File: src/bsp_pkg.sv
// ----------------------------------------------------------------------------
// bsp_pkg
// Shared widths, types and controller/datapath handshake structs for the
// boundary strength profile unit.
// ----------------------------------------------------------------------------
package bsp_pkg;

  localparam int VALUE_BITS = 16;
  localparam int FRAC_BITS  = 16;
  localparam int INDEX_BITS = 16;
  localparam int CHG_BITS   = FRAC_BITS + 1;
  localparam int SUM_BITS   = FRAC_BITS + 2;
  localparam int STR_BITS   = 32;
  localparam int PROD_BITS  = VALUE_BITS - 1 + SUM_BITS;
  localparam int DIV_STEPS  = CHG_BITS;
  localparam int CNT_BITS   = $clog2(DIV_STEPS);

  typedef logic signed [VALUE_BITS-1:0] value_t;
  typedef logic [CHG_BITS-1:0]          chg_t;
  typedef logic [INDEX_BITS-1:0]        idx_t;
  typedef logic [STR_BITS-1:0]          str_t;

  typedef struct packed {
    logic load_in;
    logic div_step;
    logic emit_held;
    logic emit_own;
    logic update_hold;
  } bsp_cmd_t;

  typedef struct packed {
    logic have_pending;
    logic cur_last;
    logic out_free;
  } bsp_status_t;

endpackage

File: src/bsp_in_if.sv
// ----------------------------------------------------------------------------
// bsp_in_if
// Request channel carrying one profile entry.
// ----------------------------------------------------------------------------
interface bsp_in_if;
  logic                  valid;
  logic                  ready;
  logic signed [15:0]    profile_value;
  logic                  is_final;

  modport source (output valid, output profile_value, output is_final, input ready);
  modport sink   (input valid, input profile_value, input is_final, output ready);
endinterface

File: src/bsp_out_if.sv
// ----------------------------------------------------------------------------
// bsp_out_if
// Result channel carrying one boundary strength result.
// ----------------------------------------------------------------------------
interface bsp_out_if;
  logic                  valid;
  logic                  ready;
  logic [15:0]           element_index;
  logic signed [15:0]    entry_value;
  logic [16:0]           change_degree;
  logic [31:0]           strength;
  logic                  end_of_profile;

  modport source (output valid, output element_index, output entry_value,
                  output change_degree, output strength, output end_of_profile,
                  input ready);
  modport sink   (input valid, input element_index, input entry_value,
                  input change_degree, input strength, input end_of_profile,
                  output ready);
endinterface

File: src/boundary_strength_profile_unit.sv
// ----------------------------------------------------------------------------
// boundary_strength_profile_unit
// Boundary strength of each entry of a stream of profiles.
//
// items (sink): one signed profile value per request, is_final marks the
//   last entry of a profile.
// results (source): index, value, change degree (Q1.16), strength (16
//   fraction bits) and end_of_profile. An entry's result leaves when the
//   next entry of its profile arrives; the last entry gives two results.
// Sequence: an entry is accepted, run through the restoring divider steps
//   and multiplied for its results; no new entry is taken until it is
//   through. The 17-bit serial divider computes the change ratio.
// Order: a held result is registered once the entry that releases it is
//   divided, a last entry's own result after that, from S_OWN.
// Stall: a result waits in the output register while the next entry is
//   accepted and divided; the unit holds only when a new result is due
//   and the output register has not been emptied yet.
// Reset: synchronous, clears the held entry, so the next entry starts a new
//   profile at index 0; no result is pending.
// ----------------------------------------------------------------------------
module boundary_strength_profile_unit (
  input  logic       clk,
  input  logic       rst,
  bsp_in_if.sink     items,
  bsp_out_if.source  results
);
  import bsp_pkg::*;

  bsp_cmd_t    cmd;
  bsp_status_t status;

  bsp_ctrl u_ctrl (
    .clk      (clk),
    .rst      (rst),
    .in_valid (items.valid),
    .in_ready (items.ready),
    .status   (status),
    .cmd      (cmd)
  );

  bsp_datapath u_datapath (
    .clk            (clk),
    .rst            (rst),
    .profile_value  (items.profile_value),
    .is_final       (items.is_final),
    .cmd            (cmd),
    .status         (status),
    .out_valid      (results.valid),
    .out_ready      (results.ready),
    .element_index  (results.element_index),
    .entry_value    (results.entry_value),
    .change_degree  (results.change_degree),
    .strength       (results.strength),
    .end_of_profile (results.end_of_profile)
  );

endmodule

File: src/bsp_ctrl.sv
// ----------------------------------------------------------------------------
// bsp_ctrl
// Sequencer: accepts an entry, runs the serial divider, then emits the held
// result and, on the last entry, the entry's own result.
// ----------------------------------------------------------------------------
module bsp_ctrl (
  input  logic                 clk,
  input  logic                 rst,
  input  logic                 in_valid,
  output logic                 in_ready,
  input  bsp_pkg::bsp_status_t status,
  output bsp_pkg::bsp_cmd_t    cmd
);
  import bsp_pkg::*;

  typedef enum logic [3:0] {
    S_IDLE = 4'b0001,
    S_DIV  = 4'b0010,
    S_HELD = 4'b0100,
    S_OWN  = 4'b1000
  } state_t;

  state_t              state, state_next;
  logic [CNT_BITS-1:0] count, count_next;

  always_ff @(posedge clk) begin
    if (rst) begin
      state <= S_IDLE;
      count <= '0;
    end else begin
      state <= state_next;
      count <= count_next;
    end
  end

  always_comb begin
    state_next = state;
    count_next = count;
    cmd        = '0;
    in_ready   = (state == S_IDLE);
    case (state)
      S_IDLE: begin
        if (in_valid) begin
          cmd.load_in = 1'b1;
          count_next  = '0;
          state_next  = S_DIV;
        end
      end
      S_DIV: begin
        cmd.div_step = 1'b1;
        if (count == CNT_BITS'(DIV_STEPS - 1)) begin
          state_next = S_HELD;
        end else begin
          count_next = count + 1'b1;
        end
      end
      S_HELD: begin
        // nothing held means nothing to emit, so no need to wait on the output
        if (!status.have_pending || status.out_free) begin
          cmd.emit_held = status.have_pending;
          if (status.cur_last) begin
            state_next = S_OWN;
          end else begin
            cmd.update_hold = 1'b1;
            state_next      = S_IDLE;
          end
        end
      end
      S_OWN: begin
        if (status.out_free) begin
          cmd.emit_own    = 1'b1;
          cmd.update_hold = 1'b1;
          state_next      = S_IDLE;
        end
      end
      default: begin
        state_next = S_IDLE;
      end
    endcase
  end

endmodule

File: src/bsp_datapath.sv
// ----------------------------------------------------------------------------
// bsp_datapath
// Entry registers, restoring divider for the change ratio, held entry,
// shared strength multiplier and output register.
// ----------------------------------------------------------------------------
module bsp_datapath (
  input  logic                 clk,
  input  logic                 rst,
  input  bsp_pkg::value_t      profile_value,
  input  logic                 is_final,
  input  bsp_pkg::bsp_cmd_t    cmd,
  output bsp_pkg::bsp_status_t status,
  output logic                 out_valid,
  input  logic                 out_ready,
  output bsp_pkg::idx_t        element_index,
  output bsp_pkg::value_t      entry_value,
  output bsp_pkg::chg_t        change_degree,
  output bsp_pkg::str_t        strength,
  output logic                 end_of_profile
);
  import bsp_pkg::*;

  localparam int MAG_BITS = VALUE_BITS - 1;

  value_t                cur_value;
  logic                  cur_last;
  logic [VALUE_BITS-1:0] sum;
  logic [VALUE_BITS-1:0] rem;
  logic [CHG_BITS-1:0]   dvd;
  chg_t                  quot;
  logic                  zero_r;

  value_t                held_value;
  chg_t                  held_change;
  idx_t                  held_index;
  logic                  have_pending;

  value_t                prev;
  logic [MAG_BITS-1:0]   prev_mag, x_mag, diff;
  logic [VALUE_BITS-1:0] sum_in;
  logic [VALUE_BITS:0]   shifted;
  logic                  q_bit;
  chg_t                  r;
  idx_t                  own_idx;
  value_t                mul_x;
  logic [SUM_BITS-1:0]   mul_c;
  logic [MAG_BITS-1:0]   mul_mag;
  logic [PROD_BITS-1:0]  prod;
  str_t                  str_sat;

  // operands of the ratio, predecessor is zero at the start of a profile
  always_comb begin
    prev     = have_pending ? held_value : '0;
    prev_mag = prev[MAG_BITS-1:0];
    x_mag    = profile_value[MAG_BITS-1:0];
    sum_in   = {1'b0, prev_mag} + {1'b0, x_mag};
    diff     = (prev_mag >= x_mag) ? (prev_mag - x_mag) : (x_mag - prev_mag);
  end

  // one restoring step: quotient of (diff << FRAC_BITS) / sum, msb first
  always_comb begin
    shifted = {rem, dvd[CHG_BITS-1]};
    q_bit   = (shifted >= {1'b0, sum});
  end

  assign r = zero_r ? '0 : quot;

  always_comb begin
    if (!have_pending) begin
      own_idx = '0;
    end else if (&held_index) begin
      own_idx = held_index;
    end else begin
      own_idx = held_index + 1'b1;
    end
  end

  // shared multiplier, negative entries always carry a zero change sum
  always_comb begin
    mul_x   = cmd.emit_own ? cur_value : held_value;
    mul_c   = cmd.emit_own ? SUM_BITS'(r)
                           : (SUM_BITS'(held_change) + SUM_BITS'(r));
    mul_mag = mul_x[VALUE_BITS-1] ? '0 : mul_x[MAG_BITS-1:0];
    prod    = PROD_BITS'(mul_mag) * PROD_BITS'(mul_c);
    str_sat = (|prod[PROD_BITS-1:STR_BITS]) ? '1 : prod[STR_BITS-1:0];
  end

  always_ff @(posedge clk) begin
    if (cmd.load_in) begin
      cur_value <= profile_value;
      cur_last  <= is_final;
      sum       <= sum_in;
      zero_r    <= prev[VALUE_BITS-1] | profile_value[VALUE_BITS-1] | (sum_in == '0);
      rem       <= VALUE_BITS'(diff >> 1);
      dvd       <= {diff[0], FRAC_BITS'(0)};
    end else if (cmd.div_step) begin
      rem  <= q_bit ? VALUE_BITS'(shifted - {1'b0, sum}) : shifted[VALUE_BITS-1:0];
      dvd  <= {dvd[CHG_BITS-2:0], 1'b0};
      quot <= {quot[CHG_BITS-2:0], q_bit};
    end
  end

  always_ff @(posedge clk) begin
    if (rst) begin
      have_pending <= 1'b0;
      held_value   <= '0;
      held_change  <= '0;
      held_index   <= '0;
    end else if (cmd.update_hold) begin
      if (cur_last) begin
        have_pending <= 1'b0;
        held_value   <= '0;
        held_change  <= '0;
        held_index   <= '0;
      end else begin
        have_pending <= 1'b1;
        held_value   <= cur_value;
        held_change  <= r;
        held_index   <= own_idx;
      end
    end
  end

  always_ff @(posedge clk) begin
    if (rst) begin
      out_valid <= 1'b0;
    end else if (cmd.emit_held || cmd.emit_own) begin
      out_valid <= 1'b1;
    end else if (out_ready) begin
      out_valid <= 1'b0;
    end
  end

  always_ff @(posedge clk) begin
    if (cmd.emit_held) begin
      element_index  <= held_index;
      entry_value    <= held_value;
      change_degree  <= held_change;
      strength       <= str_sat;
      end_of_profile <= 1'b0;
    end else if (cmd.emit_own) begin
      element_index  <= own_idx;
      entry_value    <= cur_value;
      change_degree  <= r;
      strength       <= str_sat;
      end_of_profile <= 1'b1;
    end
  end

  always_comb begin
    status.have_pending = have_pending;
    status.cur_last     = cur_last;
    status.out_free     = !out_valid || out_ready;
  end

endmodule
File: src/flat_wrapper.sv
// flat-port wrapper written by rule: the top's interface ports become plain ports
module boundary_strength_profile_unit_flat import bsp_pkg::*;
  (clk, rst, items_valid, items_profile_value, items_is_final, items_ready, results_valid, results_element_index, results_entry_value, results_change_degree, results_strength, results_end_of_profile, results_ready);
  bsp_in_if items_i ();
  bsp_out_if results_i ();
  input  logic clk;
  input  logic rst;
  input wire logic [$bits(items_i.valid)-1:0] items_valid;
  input wire logic [$bits(items_i.profile_value)-1:0] items_profile_value;
  input wire logic [$bits(items_i.is_final)-1:0] items_is_final;
  output wire logic [$bits(items_i.ready)-1:0] items_ready;
  output wire logic [$bits(results_i.valid)-1:0] results_valid;
  output wire logic [$bits(results_i.element_index)-1:0] results_element_index;
  output wire logic [$bits(results_i.entry_value)-1:0] results_entry_value;
  output wire logic [$bits(results_i.change_degree)-1:0] results_change_degree;
  output wire logic [$bits(results_i.strength)-1:0] results_strength;
  output wire logic [$bits(results_i.end_of_profile)-1:0] results_end_of_profile;
  input wire logic [$bits(results_i.ready)-1:0] results_ready;
  assign items_i.valid = items_valid;
  assign items_i.profile_value = items_profile_value;
  assign items_i.is_final = items_is_final;
  assign items_ready = items_i.ready;
  assign results_valid = results_i.valid;
  assign results_element_index = results_i.element_index;
  assign results_entry_value = results_i.entry_value;
  assign results_change_degree = results_i.change_degree;
  assign results_strength = results_i.strength;
  assign results_end_of_profile = results_i.end_of_profile;
  assign results_i.ready = results_ready;
  boundary_strength_profile_unit u_core (.clk(clk), .rst(rst), .items(items_i), .results(results_i));
endmodule
File: config.mk
export PLATFORM = sky130hd
export DESIGN_NAME = boundary_strength_profile_unit_flat
export DESIGN_NICKNAME = d
export VERILOG_FILES = /design/src/bsp_pkg.sv /design/src/bsp_in_if.sv /design/src/bsp_out_if.sv /design/src/boundary_strength_profile_unit.sv /design/src/bsp_ctrl.sv /design/src/bsp_datapath.sv /design/src/flat_wrapper.sv
export SDC_FILE = /design/constraint.sdc
export NUM_CORES = 1
export LEC_CHECK = 0
export ABC_AREA = 1
export ABC_CLOCK_PERIOD_IN_PS = 7400
export BUFFER_PORTS_ARGS = -buffer_cell sky130_fd_sc_hd__buf_2
export CORE_MARGIN = 4
export CORE_UTILIZATION = 40
export CTS_CLUSTER_DIAMETER = 60
export CTS_CLUSTER_SIZE = 24
export DETAILED_ROUTE_END_ITERATION = 6
export HOLD_SLACK_MARGIN = 0.06
export PLACE_DENSITY_LB_ADDON = 0.08
export SYNTH_ARGS = -nofsm -noshare
export SYNTH_HDL_FRONTEND = slang
export SYNTH_SLANG_ARGS = --single-unit
File: constraint.sdc
create_clock -name clk -period 7.4 [get_ports clk]
set_input_delay 0.37 -clock clk [delete_from_list [all_inputs] [get_ports clk]]
set_output_delay 0.37 -clock clk [all_outputs]
set_load 0.005 [all_outputs]
**Word level (Yosys, flattened, before mapping)**

Index checks and enable logic that the tools add are counted.

- Add/subtract/negate cells: 7
- Multipliers: 1
- Magnitude comparators: 2
- Eq/ne operators: 10
- Muxes and demuxes: 46
- Bitwise logic cells: 3
- Reductions and logical operators: 14

Operators by type and width:

| operator | count |
|---|---|
| $mux 16 | 11 |
| $mux 17 | 6 |
| $mux 32 | 3 |
| $mul 15x18->33 | 1 |
| $mux 15 | 2 |
| $sub 15x15->15 | 2 |
| $mux 14 | 2 |
| $mux 4 | 5 |
| $add 17x17->18 | 1 |
| $mux 18 | 1 |
| $ge 17x16->1 | 1 |
| $add 15x15->16 | 1 |
| $add 16x1->16 const B | 1 |
| $logic_not 16->1 | 1 |
| $pmux 4 s4 | 1 |
| $reduce_and 16->1 | 1 |
| $sub 16x16->16 | 1 |
| $ge 15x15->1 | 1 |
| $mux 1 | 10 |
| $mux 5 | 2 |
| $ne 2x2->1 const B | 5 |
| $pmux 5 s2 | 1 |
| $reduce_bool 2->1 | 4 |
| $add 5x1->5 const B | 1 |
| 14 further kinds | 18 |

- Register bits after elaboration: 210
- Input port bits: 21
- Output and inout port bits: 84
- Word-level logic and storage cells: 103

**Longest topological paths before layout**

Gate-level depths: netlist of run 1.

- Word-level depth: 10
- Depth in mapped cells: 45
- Gate-level depth less buffers: 44

**Modules after synthesis**

From an unflattened synthesis of run 1, not the netlist that was laid out.

- Cells, all modules: 2,892
- Area, all modules: 22,495.3 µm²

Modules (own cells, without submodules):

| module | instances | cells an instance | area an instance (µm²) | seq. area each (µm²) |
|---|---|---|---|---|
| bsp_datapath | 1 | 2,795 | 21,869.7 | 5,495.3 |
| bsp_ctrl | 1 | 97 | 625.6 | 180.2 |

**Worst setup path before layout of run 1**

OpenSTA, ideal clock, no wires.

- Kind: reg-to-reg
- Start point: register u_core.u_datapath.zero_r
- End point: register u_core.u_datapath.strength[21], data pin
- Setup time: 0.257 ns
- Arrival time: 6.882 ns
- Required time: 7.143 ns
- Setup slack: 0.261 ns
- Cell stages (with the launch flop): 38
- Buffers on the path: 3
- Period minus slack after synthesis: 7.139 ns
- Cell sequence: edfxtp_1 -> inv_2 -> buf_6 -> clkbuf_1 -> nand2_1 -> inv_1 -> ha_1 -> nand2_1 -> inv_1 -> a21oi_1 -> nor3_1 -> nor2_1 -> nand3_1 -> nand2_1 -> nand2_4 -> nand2_2 -> nor2_1 -> fa_1 -> [... 2 more ...] -> inv_1 -> fa_1 -> fa_1 -> fa_1 -> inv_1 -> fa_1 -> inv_1 -> ha_1 -> nand2_1 -> nor2_1 -> nand2_1 -> nand2_1 -> nand2_1 -> nand2_1 -> nand2_1 -> nand2_1 -> buf_2 -> nand2_1

- Cells in the longest elaborated chain, start to end: 7

RTL lines:

| what | line | source |
|---|---|---|
| start, declared | bsp_datapath.sv:31 | `logic zero_r;` |
| start signal, assigned | bsp_datapath.sv:93 | `zero_r <= prev[VALUE_BITS-1] \| profile_value[VALUE_BITS-1] \| (sum_in == '0);` |
| $mux 17 (*) | bsp_datapath.sv:66 | `assign r = zero_r ? '0 : quot;` |
| $add 17x17->18 | bsp_datapath.sv:82 | `: (SUM_BITS'(held_change) + SUM_BITS'(r));` |
| $mux 18 (*) | bsp_datapath.sv:81 | `mul_c = cmd.emit_own ? SUM_BITS'(r)` |
| $mul 15x18->33 (*) | bsp_datapath.sv:84 | `prod = PROD_BITS'(mul_mag) * PROD_BITS'(mul_c);` |
| $mux 32 (*) | bsp_datapath.sv:85 | `str_sat = (\|prod[PROD_BITS-1:STR_BITS]) ? '1 : prod[STR_BITS-1:0];` |
| $mux 32 | bsp_datapath.sv:141 | `end else if (cmd.emit_own) begin` |
| $mux 32 (*) | bsp_datapath.sv:135 | `if (cmd.emit_held) begin` |
| end signal, assigned | bsp_datapath.sv:139 | `strength <= str_sat;` |
| end signal, assigned | bsp_datapath.sv:145 | `strength <= str_sat;` |
| end, declared | bsp_datapath.sv:18 | `output bsp_pkg::str_t strength,` |

Every way passes the cells marked *; elsewhere a longest branch is shown, timed or not. The select of a mux whose other input is x is not followed.
A chain may end at the register's enable or synchronous reset.

**Worst setup path after layout of run 1**

- Start point: register u_core.u_datapath.zero_r
- End point: register u_core.u_datapath.strength[3], data pin

The elaborated chain is that of the path after synthesis.

==> summary by stage, run 1 <==
Clock tree
The number of clock buffers added by TritonCTS is 26. In this run the number of H-tree levels came out at 1. The clock slew seen by the registers of the worst setup and hold paths is around 0.06 ns. Counting every sink on the clock net gives 210. The number of buffers on the longest clock path is 3. The clock reaches the later pin of the worst-skew pair after around 0.58 ns. The cell sitting at the root of the clock tree is a sky130_fd_sc_hd__clkbuf_16. The CTS tree is yes.

Layout
0 antenna diodes ended up in the layout. The net total in the final layout is between 3000 and 4000. Leaving out fill and tap cells, the most frequent cell in the layout is sky130_fd_sc_hd__nand2_1. In the layout the commonest cells are sky130_fd_sc_hd__nand2_1 (654), sky130_fd_sc_hd__inv_1 (511), sky130_fd_sc_hd__nor2_1 (259). The utilization of the core after routing is 0.475.

The summed area of non-filler cells in the final layout is around 26000 sq um. The area growth from synthesis to final layout is 17.4%. Of the cells placed in the final design, the portion with a size suffix greater than 1 is 0.151.

Synthesis
Yosys printed 0 warnings. Of the total synthesized cell area, the portion taken by full adders, half adders and majority gates is 0.286. By area, the combinational part of the netlist is dominated by adder cells.

The number of nets handed over by synthesis was about 3300. The sequential cell area fraction in the yosys report is 0.255. The synthesized area is about 22000 sq um. The synthesized design contains between 200 and 250 register bits. The synthesized design contains 147 enable-type register cells.

The biggest area contributor in the post-synthesis netlist is sky130_fd_sc_hd__edfxtp_1. The most used flip-flop cell after synthesis is sky130_fd_sc_hd__edfxtp_1. Synthesis handed over a netlist of approximately 2900 instances. The fraction of the mapped netlist area in compound gates is 0.0955. Of the total synthesized cell area, the portion taken by XOR and XNOR cells is 0.0260.

By area the synthesized netlist is led by sky130_fd_sc_hd__edfxtp_1 (20%), sky130_fd_sc_hd__fa_1 (19%), sky130_fd_sc_hd__nand2_1 (11%). The fraction of registers with async set or reset after synthesis is 0. Of the post-synthesis cell area, the part taken by muxes is 0. The average instance in the mapped netlist occupies a little under 8 sq um. Of the total synthesized cell area, the portion taken by AND, OR, NAND and NOR gates is 0.229. The number of distinct library cells after synthesis is 51. Of the post-synthesis cell area, the dominant cell type holds 0.198.

Power and ir drop
In this run the static leakage power is roughly 0.013 uW. The fraction of power spent switching nets is 0.413. The share of total power dissipated in combinational logic is 0.445. The maximum vdd ir drop is about 0.00027 V. The completed layout was analyzed and its total power is between 5000 and 6000 uW. Of the total power, the clock network draws 0.255. In this run the power spent charging and discharging nets is roughly 2200 uW.

The internal power of the cells totals 3120 uW. The register share of total power is 0.300. The power per unit of standard cell area is 203 nW/um^2.

Critical path
The arrival time reported for the critical path endpoint is about 7.4 ns. The worst setup path is launched from a flip-flop. The slowest stage of the critical path belongs to the cell sky130_fd_sc_hd__fa_2. The combined buffer and inverter count along the critical path is 12. On the worst path, the slowest cell contributes a delay of approximately 0.56 ns. STA puts the critical path data required time at 7.73 ns.

The type of the worst setup path is flip-flop to flip-flop. The most numerous cell type found on the critical path is sky130_fd_sc_hd__nand2_1. The critical path's top delay family is adder cells. The endpoint type of the worst setup path is a flip-flop. In this run the worst path has a maximum fanout of 8.

Route
The number of violations reported at the end of detailed-routing iteration 0 is roughly 1100. The count of nets left with antenna violations after detail routing is 0. Before antenna repair, the detailed router went through 5 iterations.

The detailed-route wire length per cell is roughly 18 microns. The detail-routed via count per cell is roughly 5.1. After detailed routing, the number of remaining DRC violations is 0.

The total number of vias is 19500. The wire length reported by the detailed router is 67900 microns.

GRT
The initial antenna violation count was 0. The global-route usage over all layers is 0.226. The total congestion overflow is 0. The via count of the first global-routing pass is 19900.

The largest net degree at the start of global routing is between 70 and 80. The first global-routing pass estimated ~110000 microns of wire.

Floorplanning
The boundary pin count is 105. The initialized floorplan defines 86 standard-cell rows. The chip width is 244 microns. The effective utilization at floorplan is 0.404. The die is between 200 and 250 microns tall. The area of the placeable core is between 50000 and 60000 sq um.

The die outline area is 59500 sq um.

Place
The placer congestion estimate is between 0.9 and 1. Once detailed placement completed, the half-perimeter wirelength came to ~54000 microns. The count of input and output buffers is approximately 100. The placed instances occupy a cell area of approximately 24000 sq um.

STA
Across the routed clock network, the largest skew measured is approximately 0.017 ns. The worst slew margin relative to its limit is 0.396. For the pin with the worst max-slew slack, the measured transition is roughly 0.9 ns. The total count of hold-check failures in the final report is 0.

Setup violations remaining at the end of the flow were counted as 0. The post-route fraction of the period consumed by the critical path is 0.957. The final critical delay including setup and external delays is between 7 and 8 ns.

The max-slew violation count is 0. The fmax is approximately 0.14 GHz.

Outcome
The flow ran to the end, and the final reports show no timing, DRC or antenna violations.

Min path
The worst min-delay path class is primary input to flip-flop.

Flow run
The tool flagged a number of max-cap violations equal to 0.
## power groups by stage
stage,combinational [uW],clock [uW],sequential [uW]
4_1_cts,2240,1400,1590
5_1_grt,2700,1440,1610
3_3_place_gp,2200,0,1610
2_1_floorplan,1500,0,1600
3_5_place_dp,2220,0,1620
6_report,2370,1360,1590
## Yosys cell counts, types with 7 or more instances
| cell | instances |
|---|---|
| sky130_fd_sc_hd__nand2_1 | 679 |
| sky130_fd_sc_hd__or2_1 | 11 |
| sky130_fd_sc_hd__xor2_1 | 44 |
| sky130_fd_sc_hd__nand4_1 | 23 |
| sky130_fd_sc_hd__o21bai_1 | 10 |
| sky130_fd_sc_hd__o211ai_1 | 7 |
| sky130_fd_sc_hd__edfxtp_1 | 147 |
| sky130_fd_sc_hd__nand2_4 | 8 |
| sky130_fd_sc_hd__inv_1 | 521 |
| sky130_fd_sc_hd__xnor2_1 | 22 |
| sky130_fd_sc_hd__nand3_1 | 145 |
| sky130_fd_sc_hd__nand2_2 | 21 |
| sky130_fd_sc_hd__a21oi_1 | 176 |
| sky130_fd_sc_hd__ha_1 | 173 |
| sky130_fd_sc_hd__a21o_1 | 9 |
| sky130_fd_sc_hd__nor2_1 | 276 |
| sky130_fd_sc_hd__fa_1 | 210 |
| sky130_fd_sc_hd__dfxtp_1 | 63 |
| sky130_fd_sc_hd__o21ai_0 | 147 |
| sky130_fd_sc_hd__clkbuf_1 | 31 |
| sky130_fd_sc_hd__buf_2 | 35 |
| sky130_fd_sc_hd__o21ai_1 | 9 |
| sky130_fd_sc_hd__nor3_1 | 25 |
| sky130_fd_sc_hd__buf_4 | 8 |
| sky130_fd_sc_hd__inv_2 | 10 |
## logic make-up (layout without fill, tap and decap cells)
kind of cell,after synthesis,after routing
AND/OR/NAND/NOR,1217,1217
buffers and inverters,614,824
AO/OA/AOI/OAI,390,390
flip-flops,210,210
adder cells (fa/ha/maj),383,383
XOR/XNOR,66,66
## registers in the layout (all words and copies together) (netlist names), 16 cells and up
| register | cells |
|---|---|
| u_core.u_datapath.entry_value | 16 |
| u_core.u_datapath.strength | 32 |
| u_core.u_datapath.held_value | 16 |
| u_core.u_datapath.quot | 17 |
| u_core.u_datapath.element_index | 16 |
| u_core.u_datapath.rem | 16 |
| u_core.u_datapath.held_change | 17 |
| u_core.u_datapath.change_degree | 17 |
| u_core.u_datapath.held_index | 16 |
| u_core.u_datapath.cur_value | 16 |
| u_core.u_datapath.sum | 16 |
## per-layer routing
layer / GRT usage / routed length [microns] / vias up
li1: - / - / 9447
met1: 0.296 / 29600 / 9538
met2: 0.404 / 34100 / 392
met3: 0.0239 / 2740 / 82
met4: 0.0528 / 1470 / 0
met5: 0 / 0 / -
## worst min-delay path: stages
cell	delay (ns)
sky130_fd_sc_hd__buf_2	0.09
sky130_fd_sc_hd__nor2_1	0.04
sky130_fd_sc_hd__inv_1	0.06
sky130_fd_sc_hd__nand3_1	0.07
## final cells by class
| cell class | instances | area [sq um] |
|---|---|---|
| clock buffer | 28 | 668 |
| clock inverter | 20 | 251 |
| fill | 5576 | 28900 |
| inverter | 533 | 2010 |
| multi-input combinational | 2056 | 14900 |
| sequential | 210 | 5680 |
| tap | 748 | 936 |
| timing repair buffer | 242 | 1680 |
| timing repair inverter | 1 | 8.76 |
## stage by stage
stage	hold slack [ns]	setup TNS, ns	worst slack, ns	instances
final	0.105	0	0.318	3838
after global routing	0.116	-2.02	-0.0735	3838
after CTS	0.0666	0	0.0103	3819
after detailed placement	0.438	0	0.0490	3755
after global placement	0.443	0	0.0936	3755
after floorplan	0.427	0	0.261	2880
## timing repair
| action | in CTS | in global routing |
|---|---|---|
| resized for setup | 1 | 179 |
| hold buffers | 16 | 0 |
| endpoints found under the hold margin | 16 | 0 |
| endpoints found under the setup margin | 3 | 32 |
| setup buffers | 0 | 15 |
| cloned | 0 | 4 |
| pin swaps | 0 | 59 |
## final timing paths
check	depth (start not counted)	start	to	slack [ns]
worst max-delay path	37	u_core.u_datapath.zero_r	u_core.u_datapath.strength[3]	0.32
worst min-delay path	4	items_valid	u_core.u_ctrl.state[0]	0.10
worst max register to register	37	u_core.u_datapath.zero_r	u_core.u_datapath.strength[3]	0.32
worst min register to register	0	u_core.u_datapath.quot[6]	u_core.u_datapath.quot[7]	0.46
No activity file was read; power rests on OpenSTA's default activity.
==> run 2, diff against run 1 <==
- CAP_MARGIN: not set -> 20
- CTS_BUF_LIST: not set -> sky130_fd_sc_hd__clkbuf_2 sky130_fd_sc_hd__clkbuf_4 sky130_fd_sc_hd__clkbuf_8
==> run 2 against run 1 <==
Effect of this change: first-iteration DRC count fell by 5.4%; routed wire length rose by 0.14%; fmax rose by 0.11%; sequential power barely moved; utilization fell by 0.091 points; final cell count rose by 0.26%; via count fell by 0.14%; sequential cell count did not move; critical path depth fell by 1; setup slack improved by 0.0080 ns; non-clock buffer count rose by 8.
==> summary by stage, run 2 (synthesis results as in run 1) <==
Critical path
The type of the worst setup path is flip-flop to flip-flop. Tracing the worst setup path back leads to its startpoint at u_core.u_datapath.zero_r. The destination of the worst register-to-register timing path is u_core.u_datapath.strength[21]. The worst setup slack for register-to-register paths is 0.33 ns (about the same). The cell count along the critical path is 36 (-2.7%). The combined buffer and inverter count along the critical path is 10 (-2).

The startpoint class of the critical path is a flip-flop. The critical path's top delay family is adder cells. The worst-case reg-to-reg path depth is 36 (-2.7%).

The most numerous cell type found on the critical path is sky130_fd_sc_hd__nand2_1. In this run the critical register-to-register path is launched from u_core.u_datapath.zero_r. The worst setup path is captured at a flip-flop.

The biggest cell delay along the critical path was 0.56 ns (about the same). The data required time of the worst path was 7.79 ns (+0.06 ns). The top fanout value on the critical path is 8 (unchanged).

The destination of the critical timing path is u_core.u_datapath.strength[21]. The arrival time reported for the critical path endpoint is 7.47 ns (+0.06 ns). The cell with the biggest individual delay on the critical path is sky130_fd_sc_hd__fa_1.

Floorplanning
The area of the placeable core is 55100 sq um (unchanged). The count of standard-cell rows is 86 (unchanged). The boundary pin count is 105 (unchanged). The die outline area is 59500 sq um (unchanged). The effective utilization at floorplan was 0.404 (unchanged). The chip width came to 244 microns (unchanged). The height of the chip was 244 microns (unchanged).

Power and ir drop
The register share of total power is 0.319 (+0.019). The fraction of power consumed by combinational cells is 0.480 (+0.035). The maximum vdd ir drop is 0.000240 V (-12%). The power per unit of standard cell area came to 191 nW/um^2 (-5.9%).

The clock share of power came to 0.201 (-0.054). The total power consumption of the routed design was 4990 uW (-6.1%). The reported leakage power came to 0.0124 uW (-0.93%). The switching power total is 2160 uW (-1.7%). The cell-internal power is 2830 uW (-9.2%).

The fraction of power spent switching nets is 0.433 (+0.0195).

Outcome
The run finished with clean final reports.

Clock tree
The clock insertion delay at the later pin of the skew report is 0.65 ns (+0.07 ns). The tree is rooted in a sky130_fd_sc_hd__clkbuf_8. The H-tree depth reported by CTS was 1 (unchanged).

The total number of clock tree sinks came to 210 (unchanged). The number of buffers created by CTS is 26 (unchanged). The number of buffers on the longest clock path is 3 (unchanged). The clock slew seen by the registers of the worst setup and hold paths is 0.09 ns (+0.03 ns). The CTS tree is yes.

STA
The max-slew violation count is 0 (unchanged). The setup-violating endpoint count in the final report is 0 (unchanged). The worst slew margin relative to its limit is 0.398 (+0.00209).

The post-route fraction of the period consumed by the critical path is 0.956 (-0.00108). The total count of hold-check failures in the final report came to 0 (unchanged). The fmax came to 0.141 GHz (+0.11%).

The slew at the pin closest to its max-slew limit is 0.901 ns (-0.00313 ns). The worst path setup slack after routing is 0.326 ns (+0.00799 ns). The setup skew after layout came to 0.0334 ns (+0.0166 ns). The final critical delay including setup and external delays is 7.07 ns (-0.00799 ns).

The final sum of negative setup slack came to 0 ns (unchanged).

GRT
The initial antenna violation count is 0 (unchanged). The global-route usage over all layers is 0.226 (about the same). The total congestion overflow is 0 (unchanged). The via count of the first global-routing pass is 19900 (+0.040%). The wire length of the first global-routing pass came to 108000 microns (about the same).

The largest net degree at the start of global routing was 72 (unchanged).

Layout
The top cell types in the final layout, fill and taps aside, are sky130_fd_sc_hd__nand2_1 (638), sky130_fd_sc_hd__inv_1 (505), sky130_fd_sc_hd__nor2_1 (259). From synthesis to final layout, the design area changed by 17.2%. The non-filler instance count after layout is 3848 (+0.26%). The utilization of the core after routing is 0.474 (-0.000908). More flip-flops sit in one register than any other, and that register is u_core.u_datapath.strength. The net total in the final layout is 3482 (+0.23%). Leaving out fill and tap cells, the most frequent cell in the layout is sky130_fd_sc_hd__nand2_1. The number of flip-flops in the largest register came to 32 (unchanged). The share of final-layout standard cells stronger than drive strength 1 is 0.165 (+0.0141).

Place
The count of input and output buffers was 104 (unchanged). The placer congestion estimate is 0.937 (unchanged). The placed instance count is 3755 (unchanged). The pre-CTS setup slack is 0.0490 ns (unchanged). The detailed placement HPWL is 54000 microns (unchanged).

Route
The total number of vias came to 19400 (-0.14%). The detailed-route wire length per cell was 17.7 microns (-0.12%). The number of violations reported at the end of detailed-routing iteration 0 is 1060 (-5.4%). The count of nets left with antenna violations after detail routing is 0 (unchanged). The wire length reported by the detailed router came to 68000 microns (+0.14%). The number of optimization iterations in the first detailed-route pass was 5 (unchanged). The number of remaining DRC errors is 0 (unchanged).

The detail-routed via count per cell is 5.05 (-0.40%).

Min path
The worst hold path belongs to the class primary input to flip-flop.

Flow run
The number of max-capacitance violations reported is 0 (unchanged).
run 2: cell count changes in the layout (fill, tap and decap cells not counted), sizes merged:
| cell | change |
|---|---|
| buf | +6 |
| diode | +2 |
| dlygate4sd3 | +2 |
run 2: power groups by stage:
stage	logic, uW	clock network [uW]	registers (uW)
4_1_cts	2240	1050	1590
6_report	2400	1000	1590
5_1_grt	2720	1090	1610
3_3_place_gp	2200	0	1610
2_1_floorplan	1500	0	1600
3_5_place_dp	2220	0	1620
run 2: worst min path at each step:
stage | start | end | slack, ns | depth (start not counted)
5_1_grt | results_ready | u_core.u_datapath.out_valid | 0.23 | 5
3_5_place_dp | u_core.u_datapath.quot[6] | u_core.u_datapath.quot[7] | 0.44 | 0
2_1_floorplan | u_core.u_datapath.quot[9] | u_core.u_datapath.quot[10] | 0.43 | 0
3_3_place_gp | u_core.u_datapath.quot[13] | u_core.u_datapath.quot[14] | 0.44 | 0
4_1_cts | results_ready | u_core.u_datapath.out_valid | 0.18 | 5
6_report | results_ready | u_core.u_datapath.out_valid | 0.24 | 5
run 2: layout make-up:
type / count / area [sq um]
repair buffers: 250 / 1760
fillers: 5612 / 29000
well taps: 748 / 936
multi-input cells: 2056 / 15100
clock inverters: 20 / 238
flip-flops and latches: 210 / 5680
diodes: 2 / 5.00
clock buffers: 28 / 379
repair inverters: 1 / 8.76
inverters: 533 / 2010
run 2: tightest hold or removal path: stages:
cell,delay (ns)
sky130_fd_sc_hd__buf_2,0.09
sky130_fd_sc_hd__nor2_2,0.05
sky130_fd_sc_hd__buf_4,0.15
sky130_fd_sc_hd__o21ai_0,0.15
sky130_fd_sc_hd__inv_1,0.04
run 2: what timing repair did:
action / CTS / global route
resized for setup: 3 / 222
cloned: 0 / 4
hold buffers: 18 / 0
setup endpoints to repair: 10 / 32
setup buffers: 0 / 21
endpoints found under the hold margin: 19 / 0
pin swaps: 0 / 84
run 2: per-layer routing:
layer,global-route usage,part of all wire,up-vias,routed length [microns]
met5,0,0,-,0
met4,0.0532,0.023,0,1540
met3,0.0242,0.034,90,2340
met2,0.403,0.50,324,34200
met1,0.296,0.44,9551,30000
li1,-,-,9467,-
run 2: metrics by stage:
step	hold WS, ns	instance area, sq um
after global routing	0.229	26100
after CTS	0.184	25000
final	0.245	26100
after detailed placement	0.438	24100
after global placement	0.443	24100
after floorplan	0.427	22300
